[src/design/priority_schedule_wait_times_top_defines.svh]
// Assertion macros for the priority scheduler block.
// Included by the top level; no other dependencies.
`ifndef PRIORITY_SCHEDULE_WAIT_TIMES_TOP_DEFINES_SVH
`define PRIORITY_SCHEDULE_WAIT_TIMES_TOP_DEFINES_SVH
`ifndef SYNTHESIS
// same-cycle implication
`define PSW_ASSERT_NOW(label, clk, rst_n, ante, cons) \
    label: assert property (@(posedge clk) disable iff (!rst_n) (ante) |-> (cons)) \
        else $error("assertion failed: label");
// next-cycle implication
`define PSW_ASSERT_NEXT(label, clk, rst_n, ante, cons) \
    label: assert property (@(posedge clk) disable iff (!rst_n) (ante) |=> (cons)) \
        else $error("assertion failed: label");
`else
`define PSW_ASSERT_NOW(label, clk, rst_n, ante, cons)
`define PSW_ASSERT_NEXT(label, clk, rst_n, ante, cons)
`endif
`endif

[src/design/psw_pkg.sv]
// Package for the priority scheduler: sizes, entry type, microcode ROM.
// No dependencies.
package psw_pkg;

    localparam int MAX_PROCS = 16;
    localparam int AW = (MAX_PROCS > 1) ? $clog2(MAX_PROCS) : 1;
    localparam int CW = $clog2(MAX_PROCS + 1);
    localparam int IDW = 5;
    localparam int BW = 16;
    localparam int PW = 8;
    localparam int TW = 20;

    // one stored process
    typedef struct packed {
        logic [IDW-1:0] id;
        logic [BW-1:0]  burst;
        logic [PW-1:0]  prio;
    } t_entry;

    // sequencer steps
    localparam int SW = 3;
    localparam logic [SW-1:0] S_IDLE  = 3'd0;
    localparam logic [SW-1:0] S_START = 3'd1;
    localparam logic [SW-1:0] S_RDI   = 3'd2;
    localparam logic [SW-1:0] S_LDI   = 3'd3;
    localparam logic [SW-1:0] S_RDJ   = 3'd4;
    localparam logic [SW-1:0] S_CMP   = 3'd5;
    localparam logic [SW-1:0] S_EMIT  = 3'd6;
    localparam logic [SW-1:0] S_ADV   = 3'd7;

    // jump conditions
    localparam logic [2:0] C_NEVER     = 3'd0;
    localparam logic [2:0] C_ALWAYS    = 3'd1;
    localparam logic [2:0] C_LOAD_LAST = 3'd2;
    localparam logic [2:0] C_LAST_I    = 3'd3;
    localparam logic [2:0] C_J_END     = 3'd4;
    localparam logic [2:0] C_OUT_BUSY  = 3'd5;

    // control word: action strobes plus two-way branch
    typedef struct packed {
        logic          load;   // take input requests
        logic          clr;    // i = 0, wait = 0
        logic          rd_i;   // read address i (else j)
        logic          ld_cur; // cur = read data, j = i + 1
        logic          cmp;    // compare read data with cur, maybe exchange, j++
        logic          emit;   // load output register from cur
        logic          adv;    // i++, close the set after the final result
        logic [2:0]    cond;
        logic [SW-1:0] jmp;
        logic [SW-1:0] nxt;
    } t_uword;

    function automatic t_uword ucode(input logic [SW-1:0] pc);
        t_uword w;
        w = '0;
        case (pc)
            S_IDLE: begin
                w.load = 1'b1; w.cond = C_LOAD_LAST; w.jmp = S_START; w.nxt = S_IDLE;
            end
            S_START: begin
                w.clr = 1'b1; w.cond = C_ALWAYS; w.jmp = S_RDI; w.nxt = S_RDI;
            end
            S_RDI: begin
                w.rd_i = 1'b1; w.cond = C_NEVER; w.jmp = S_LDI; w.nxt = S_LDI;
            end
            S_LDI: begin
                w.ld_cur = 1'b1; w.cond = C_LAST_I; w.jmp = S_EMIT; w.nxt = S_RDJ;
            end
            S_RDJ: begin
                w.cond = C_J_END; w.jmp = S_EMIT; w.nxt = S_CMP;
            end
            S_CMP: begin
                w.cmp = 1'b1; w.cond = C_ALWAYS; w.jmp = S_RDJ; w.nxt = S_RDJ;
            end
            S_EMIT: begin
                w.emit = 1'b1; w.cond = C_OUT_BUSY; w.jmp = S_EMIT; w.nxt = S_ADV;
            end
            S_ADV: begin
                w.adv = 1'b1; w.cond = C_LAST_I; w.jmp = S_IDLE; w.nxt = S_RDI;
            end
            default: begin
                w.cond = C_ALWAYS; w.jmp = S_IDLE; w.nxt = S_IDLE;
            end
        endcase
        return w;
    endfunction

endpackage

[src/design/priority_schedule_wait_times_top.sv]
// Non-preemptive priority scheduler, top level: entry memory, microcoded sequencer.
// Depends on psw_pkg and priority_schedule_wait_times_top_defines.svh.

// Processes load at one request per cycle while the block is idle; each is
// numbered 1, 2, 3 ... in arrival order and requests beyond MAX_PROCS are
// dropped. A request with i_last_process set starts scheduling: an exchange
// sort on priority (smaller first; ties fall as the exchange sort leaves them)
// driven by a microcode sequencer over an entry memory with one write port and
// one registered read port. Pass i holds the running minimum in a register
// and visits every later entry in turn; an output stall holds the sequencer
// in its emit step. Results come out in execution order with waiting and
// turnaround times; o_final_result marks the last one. No request is taken
// until the final result of the set has been loaded into the output register.
module priority_schedule_wait_times_top (
    input  logic                    i_clk,
    input  logic                    i_rst_n,
    input  logic                    i_valid,
    output logic                    o_ready,
    input  logic [psw_pkg::BW-1:0]  i_burst_time,
    input  logic [psw_pkg::PW-1:0]  i_priority_level,
    input  logic                    i_last_process,
    output logic                    o_valid,
    input  logic                    i_ready,
    output logic [psw_pkg::IDW-1:0] o_process_id,
    output logic [psw_pkg::BW-1:0]  o_burst_out,
    output logic [psw_pkg::PW-1:0]  o_priority_out,
    output logic [psw_pkg::TW-1:0]  o_wait_time,
    output logic [psw_pkg::TW-1:0]  o_turnaround_time,
    output logic                    o_final_result
);
    import psw_pkg::*;
`include "priority_schedule_wait_times_top_defines.svh"

    // sequencer and datapath registers
    logic [SW-1:0] r_pc, n_pc;
    logic [CW-1:0] r_count;
    logic [AW-1:0] r_i;
    logic [CW-1:0] r_j;
    logic [TW-1:0] r_wait;
    t_entry        r_cur;
    t_entry        r_rd;
    t_entry        mem [MAX_PROCS];
    logic          r_ovalid;

    t_uword        uw;
    logic          in_acc;
    logic          out_free;
    logic          i_is_last;
    logic          swap;
    logic          take;
    logic          we;
    logic [AW-1:0] waddr;
    logic [AW-1:0] raddr;
    t_entry        wdata;
    logic [TW-1:0] turn;

    // decode
    always_comb begin
        uw        = ucode(r_pc);
        in_acc    = uw.load && i_valid;
        out_free  = !r_ovalid || i_ready;
        i_is_last = ((CW'(r_i) + CW'(1)) == r_count);
        swap      = (r_rd.prio < r_cur.prio);
        turn      = r_wait + TW'(r_cur.burst);
    end

    // branch
    always_comb begin
        case (uw.cond)
            C_NEVER:     take = 1'b0;
            C_ALWAYS:    take = 1'b1;
            C_LOAD_LAST: take = in_acc && i_last_process;
            C_LAST_I:    take = i_is_last;
            C_J_END:     take = (r_j == r_count);
            C_OUT_BUSY:  take = !out_free;
            default:     take = 1'b0;
        endcase
        n_pc = take ? uw.jmp : uw.nxt;
    end

    // memory port selection: load writes at the fill count, exchange at j
    always_comb begin
        we       = (in_acc && (r_count < CW'(MAX_PROCS))) || (uw.cmp && swap);
        waddr    = uw.load ? r_count[AW-1:0] : r_j[AW-1:0];
        wdata.id    = uw.load ? IDW'(r_count + CW'(1)) : r_cur.id;
        wdata.burst = uw.load ? i_burst_time : r_cur.burst;
        wdata.prio  = uw.load ? i_priority_level : r_cur.prio;
        raddr    = uw.rd_i ? r_i : r_j[AW-1:0];
    end

    // entry memory
    always_ff @(posedge i_clk) begin
        if (we) begin
            mem[waddr] <= wdata;
        end
        r_rd <= mem[raddr];
    end

    // control state
    always_ff @(posedge i_clk) begin
        if (!i_rst_n) begin
            r_pc     <= S_IDLE;
            r_count  <= '0;
            r_ovalid <= 1'b0;
        end else begin
            r_pc <= n_pc;
            if (in_acc && (r_count < CW'(MAX_PROCS))) begin
                r_count <= r_count + CW'(1);
            end
            if (uw.adv && i_is_last) begin
                r_count <= '0;
            end
            if (uw.emit && out_free) begin
                r_ovalid <= 1'b1;
            end else if (i_ready) begin
                r_ovalid <= 1'b0;
            end
        end
    end

    // sort and emit datapath
    always_ff @(posedge i_clk) begin
        if (uw.clr) begin
            r_i    <= '0;
            r_wait <= '0;
        end
        if (uw.ld_cur) begin
            r_cur <= r_rd;
            r_j   <= CW'(r_i) + CW'(1);
        end
        if (uw.cmp) begin
            if (swap) begin
                r_cur <= r_rd;
            end
            r_j <= r_j + CW'(1);
        end
        if (uw.emit && out_free) begin
            o_process_id      <= r_cur.id;
            o_burst_out       <= r_cur.burst;
            o_priority_out    <= r_cur.prio;
            o_wait_time       <= r_wait;
            o_turnaround_time <= turn;
            o_final_result    <= i_is_last;
            r_wait            <= turn;
        end
        if (uw.adv) begin
            r_i <= r_i + AW'(1);
        end
    end

    assign o_ready = uw.load;
    assign o_valid = r_ovalid;

    // checks
    `PSW_ASSERT_NOW(a_busy_has_entries, i_clk, i_rst_n, r_pc != S_IDLE, r_count != '0)
    `PSW_ASSERT_NOW(a_i_in_range, i_clk, i_rst_n,
        (r_pc != S_IDLE) && (r_pc != S_START), CW'(r_i) < r_count)
    `PSW_ASSERT_NOW(a_j_after_i, i_clk, i_rst_n,
        (r_pc == S_RDJ) || (r_pc == S_CMP), (r_j > CW'(r_i)) && (r_j <= r_count))
    `PSW_ASSERT_NEXT(a_set_closes, i_clk, i_rst_n,
        (r_pc == S_ADV) && i_is_last, (r_pc == S_IDLE) && (r_count == '0))

endmodule
[config.mk]
export PLATFORM = sky130hd
export DESIGN_NAME = priority_schedule_wait_times_top
export DESIGN_NICKNAME = d
export VERILOG_FILES = /design/src/design/psw_pkg.sv /design/src/design/priority_schedule_wait_times_top.sv
export VERILOG_INCLUDE_DIRS = /design/src /design/src/design
export SDC_FILE = /design/constraint.sdc
export NUM_CORES = 1
export LEC_CHECK = 0
export BUFFER_PORTS_ARGS = -buffer_cell sky130_fd_sc_hd__buf_2
export CAP_MARGIN = 20
export CORE_MARGIN = 4
export CORE_UTILIZATION = 30
export DETAILED_ROUTE_END_ITERATION = 7
export PLACE_DENSITY = 0.54
export SLEW_MARGIN = 0
export SYNTH_ARGS = -nofsm -noshare
export SYNTH_HDL_FRONTEND = slang
export SYNTH_SLANG_ARGS = --single-unit
export TNS_END_PERCENT = 50
[constraint.sdc]
create_clock -name i_clk -period 9.35 [get_ports i_clk]
set_input_delay 1.87 -clock i_clk [delete_from_list [all_inputs] [get_ports i_clk]]
set_output_delay 1.87 -clock i_clk [all_outputs]
set_load 0.005 [all_outputs]
# Yosys cells after proc, flatten, opt, wreduce, memory -nomap -nowiden
# Memory sizes are Yosys's and may differ from the RTL's. A register that Yosys moved wholly into a read port is not among the register bits.
# Cells that the tools add are included.
# totals
output_inout_bits,72
wordCells,82
n_memories,1
input_bits,29
reg_bits,137
ramBits,464
# memory_table
name,words,width,rd,rd_ports_with_merged_regs,wr,line_no,source
mem,16,29,1,1,1,priority_schedule_wait_times_top.sv:42,t_entry mem [MAX_PROCS];
# classes
reduce_logical,16
n_addsub,5
n_eq_ne,14
mux,28
n_lt_le_gt_ge,2
n_bitwise,1
# op_table
operator,n
$mux 29,3
$pmux 9 s8,1
$mux 20,2
$add 20x16->20,1
$eq 3x3->1 const B,6
$mux 16,1
$mux 4,4
$mux 5,3
$eq 3x2->1 const B,4
$mux 1,11
$add 5x1->5 const B,2
$eq 5x5->1,2
$lt 8x8->1,1
$mux 8,1
$reduce_bool 2->1,4
$eq 3x1->1 const B,2
$logic_and 1x1->1,6
$add 4x1->5 const B,1
$lt 5x5->1 const B,1
$pmux 1 s5,1
$add 4x1->4 const B,1
$logic_not 3->1,1
$mux 3,1
$logic_not 1->1,2
3 further kinds,4

# Depth between registers and ports, before layout
# logic_depth
word_depth,7
mapped_depth,9
mapped_depth_nobuf,8

# Least setup slack after synthesis
# OpenSTA, ideal clock, no wires.
# synth_timing
path_type,input -> register
start,in i_valid
end,mem mem[4][0] (netlist name) (enable)
n_path_buf,1
required_ns,8.899
slack_ns,4.095
t_arrival_ns,4.804
setup_time_ns,0.451
stages,5
cell_sequence,nor4b_2 > nand4b_1 > o21ai_2 > buf_2 > nor3_1
# synth_between
elab_chain_len,5
# synth_rtl
element,line_no,source
"start, declared",priority_schedule_wait_times_top.sv:17,"input logic i_valid,"
$logic_and 1x1->1,priority_schedule_wait_times_top.sv:60,in_acc = uw.load && i_valid;
$logic_and 1x1->1,priority_schedule_wait_times_top.sv:83,we = (in_acc && (r_count < CW'(MAX_PROCS))) || (uw.cmp && swap);
$logic_or 1x1->1,priority_schedule_wait_times_top.sv:83,
$mux 1,priority_schedule_wait_times_top.sv:93,if (we) begin
$mux 1 (implied by the code),priority_schedule_wait_times_top.sv:94,mem[waddr] <= wdata;
"end, declared",priority_schedule_wait_times_top.sv:42,
# No other way between the ends.

# Worst setup path after layout
# layout_timing
start,reg r_pc[2]
end,out o_ready
# layout_between
elab_chain_len,2
# layout_rtl
element,line_no,source
"start, declared",priority_schedule_wait_times_top.sv:35,"logic [SW-1:0] r_pc, n_pc;"
"start signal, assigned",priority_schedule_wait_times_top.sv:106,r_pc <= n_pc;
$logic_not 3->1,psw_pkg.sv:56,case (pc)
$mux 1,psw_pkg.sv:56,
"end, declared",priority_schedule_wait_times_top.sv:18,"output logic o_ready,"
# No other way between the ends.

==> flow_summary.json <==
{
  "layout_commonest_cell": "edfxtp_1",
  "setup.worst_path.start_class": "flop",
  "diodes": 0,
  "root_buffer": "clkbuf_16",
  "syn_area_sq_um": 25300,
  "p_sw_share_pct": 32.9,
  "synth-edff-count": 563,
  "slew_viol_final": 0,
  "grt-ovfl-total": 0,
  "internal-power_w": 0.00608,
  "drtAntennaViolNets": 0,
  "fmax_mhz": 226,
  "syn_area_per_cell_sq_um": 13.4,
  "final_cell_mix": "edfxtp_1 (563), nand2_1 (492), nand3_1 (104)",
  "synthFlopType": "edfxtp_1",
  "crit_slowest_cell": "or3_1",
  "clock_latency_ns": 0.59,
  "synthSimpleGateAreaFrac_pct": 12.4,
  "clkSinkCount": 630,
  "topRoutingLayerUsed": "met4",
  "rsz0062_at_grt": "no",
  "power_w": 0.00907,
  "tns_ns": 0,
  "synth.area.mux_share_pct": 5.26,
  "p_clk_share_pct": 28.3,
  "postCtsSetupRepairBufs": 0,
  "synth_warnings": 0,
  "hold_class": "reg -> reg",
  "worst_ir_drop_vdd_mv": 0.273,
  "min_path_cells": 1,
  "io-pin-count": 101,
  "dieArea_sq_um": 89100,
  "die_x_um": 298,
  "multiInputGateArea_sq_um": 6610,
  "totalWireLength_mm": 61.4,
  "synthCells": 1883,
  "seqCellArea_sq_um": 18200,
  "drt_iter0_drc": 1151,
  "ys_types": 53,
  "ys_seq_elements": 630,
  "grt_pass1_wl_mm": 92.0,
  "netSwitchingPower_w": 0.00299,
  "drc": 0,
  "r2r-start": "r_pc[1]",
  "synth_adder_area_share_pct": 1.36,
  "antenna_found_initial": 2,
  "numPortBuffers": 100,
  "pwr-share-comb_pct": 27.1,
  "worstRegToRegCells": 8,
  "synth_compound_area_share_pct": 5.38,
  "critPathKind": "reg -> out",
  "fin_crit_sh_pct": 47.3,
  "avgViaCountPerCell": 4.78,
  "post_drt_wl_per_cell_um": 19.4,
  "arrival_ns": 2.55,
  "synth-xor-area-share_pct": 1.21,
  "cts_buffers": 68,
  "wl_met2_mm": 26.6,
  "fin_crit_ns": 4.42,
  "hold_start": "r_rd[28]",
  "rrSetupSlack_ns": 5.11,
  "cts-resized-gates": 0,
  "core-area_sq_um": 83700,
  "crit_chain": "or3_1 -> inv_2 -> buf_4 -> buf_2",
  "max_cap_viol_count": 0,
  "crit_cells": 4,
  "leakage_nw": 10.5,
  "finalSetupViolCount": 0,
  "vias": 15100,
  "cts_tree": "built",
  "critPathTopFamily": "buffers and inverters",
  "tightest_slew_ns": 1.10,
  "grt.total_usage_pct": 13.4,
  "cts_buffer_depth": 3,
  "seq_power_share_pct": 44.6,
  "final_hold_viol_count": 0,
  "first_global_vias": 14600,
  "htreeDepth": 3,
  "min_to": "r_cur[28]",
  "firstDrtPassIters": 5,
  "crit_fanout": 29,
  "met1Wirelength_mm": 29.5,
  "syn_nets": 1939,
  "grt_max_degree": 157,
  "place_hpwl_mm": 38.2,
  "drive_gt1_share_pct": 14.6,
  "whs_ns": 0.451,
  "powerDensity_nw_per_um2": 309,
  "outcome": "completed",
  "syn_to_final_growth_pct": 16.0,
  "gp_congestion": 0.787,
  "core.rowCount": 106,
  "fin_skew_ns": 0.0233,
  "fp.dieH_um": 298,
  "wl_met3_mm": 4.10,
  "final_nets": 2044,
  "crit_buf_inv": 3,
  "yosysSeqAreaShare_pct": 72.1,
  "synth_top_family_by_area": "simple AND/OR/NAND/NOR gates",
  "end_kind": "output port",
  "worstReg2RegEnd": "r_rd[18]",
  "clk_pin_slew_ns": 0.06,
  "initial_core_util_pct": 30.2,
  "cp_data_required_time_ns": 7.48,
  "fillers": 8108,
  "synthArstFlopShare_pct": 0,
  "hold_buffers": 0,
  "max_stage_delay_ns": 0.55,
  "maxSlewHeadroom_pct": 26.9
}
power groups by stage:
stage,clock (W),combinational [W],sequential [W]
CTS,0.00263,0.00245,0.00405
finish,0.00257,0.00246,0.00404
global route,0.00275,0.00271,0.00407
floorplan,0,0.00160,0.00398
detailed placement,0,0.00244,0.00410
global placement,0,0.00239,0.00409
cell usage after synthesis (all sizes together), types with 3 or more instances:
master  count  share of area, %
nand3b     31              0.92
o221ai     29               1.0
a31oi      12              0.30
o21ai      81               1.6
nor2       26              0.39
mux2       32               1.4
inv        22              0.33
xnor2      20              0.69
nor3b       7              0.25
nor2b       6              0.15
edfxtp    563                67
mux2i      97               3.8
nand2     492               7.3
dfxtp      67               5.3
a21oi      26              0.51
clkbuf     48              0.71
xor2       15              0.52
ha         26               1.3
nand2b      7              0.17
o21a        3             0.089
a21o        7              0.21
nand3     104               2.1
a32oi      29               1.0
and2       16              0.40
buf        59               1.2
nor3       25              0.49
o31ai       3             0.089
per-stage QoR:
step	worst slack (ns)	std cells	instance area (sq um)	utilization (%)
final	4.93	3169	29400	35.1
after floorplan	4.09	1883	25300	-
after CTS	4.86	3167	29300	35.1
after global routing	4.76	3169	29400	35.1
after global placement	4.95	3050	27200	32.5
after detailed placement	4.83	3050	27200	32.5
registers in the layout, indices dropped and copies added, names as in the netlist, 3 cells and up:
| signal | count |
|---|---|
| o_turnaround_time | 20 |
| o_wait_time | 20 |
| o_process_id | 5 |
| r_pc | 3 |
| r_j | 5 |
| r_count | 5 |
| mem | 464 |
| r_wait | 20 |
| o_priority_out | 8 |
| r_cur | 29 |
| r_i | 4 |
| r_rd | 29 |
| o_burst_out | 16 |
kinds of logic after synthesis:
family	after synthesis
xor+xnor	35
flops	630
fa+ha+maj	27
mux	129
simple gates	724
buf+inv	131
compound gates	207
metal layers:
| layer | global-route usage, % | up-vias |
|---|---|---|
| li1 | - | 7083 |
| met1 | 19.9 | 7508 |
| met2 | 20.0 | 459 |
| met3 | 2.60 | 83 |
| met4 | 3.82 | 0 |
| met5 | 0 | - |
area by class of cell:
cell class / count / share of cell area (%)
flip-flops and latches: 630 / 62.2
multi-input cells: 1122 / 22.5
clock buffers: 98 / 6.77
well taps: 1134 / 4.83
repair buffers: 142 / 2.88
clock inverters: 19 / 0.528
inverters: 24 / 0.315
worst max-delay path by stage:
stage,slack [ns],startpoint,end
floorplan,4.09,i_valid,mem[4][0]
global placement,4.95,i_valid,mem[15][19]
detailed placement,4.83,i_valid,mem[15][20]
CTS,4.86,r_pc[2],o_ready
global route,4.76,r_pc[2],o_ready
finish,4.93,r_pc[2],o_ready
Power figures use the tool's default switching activity.
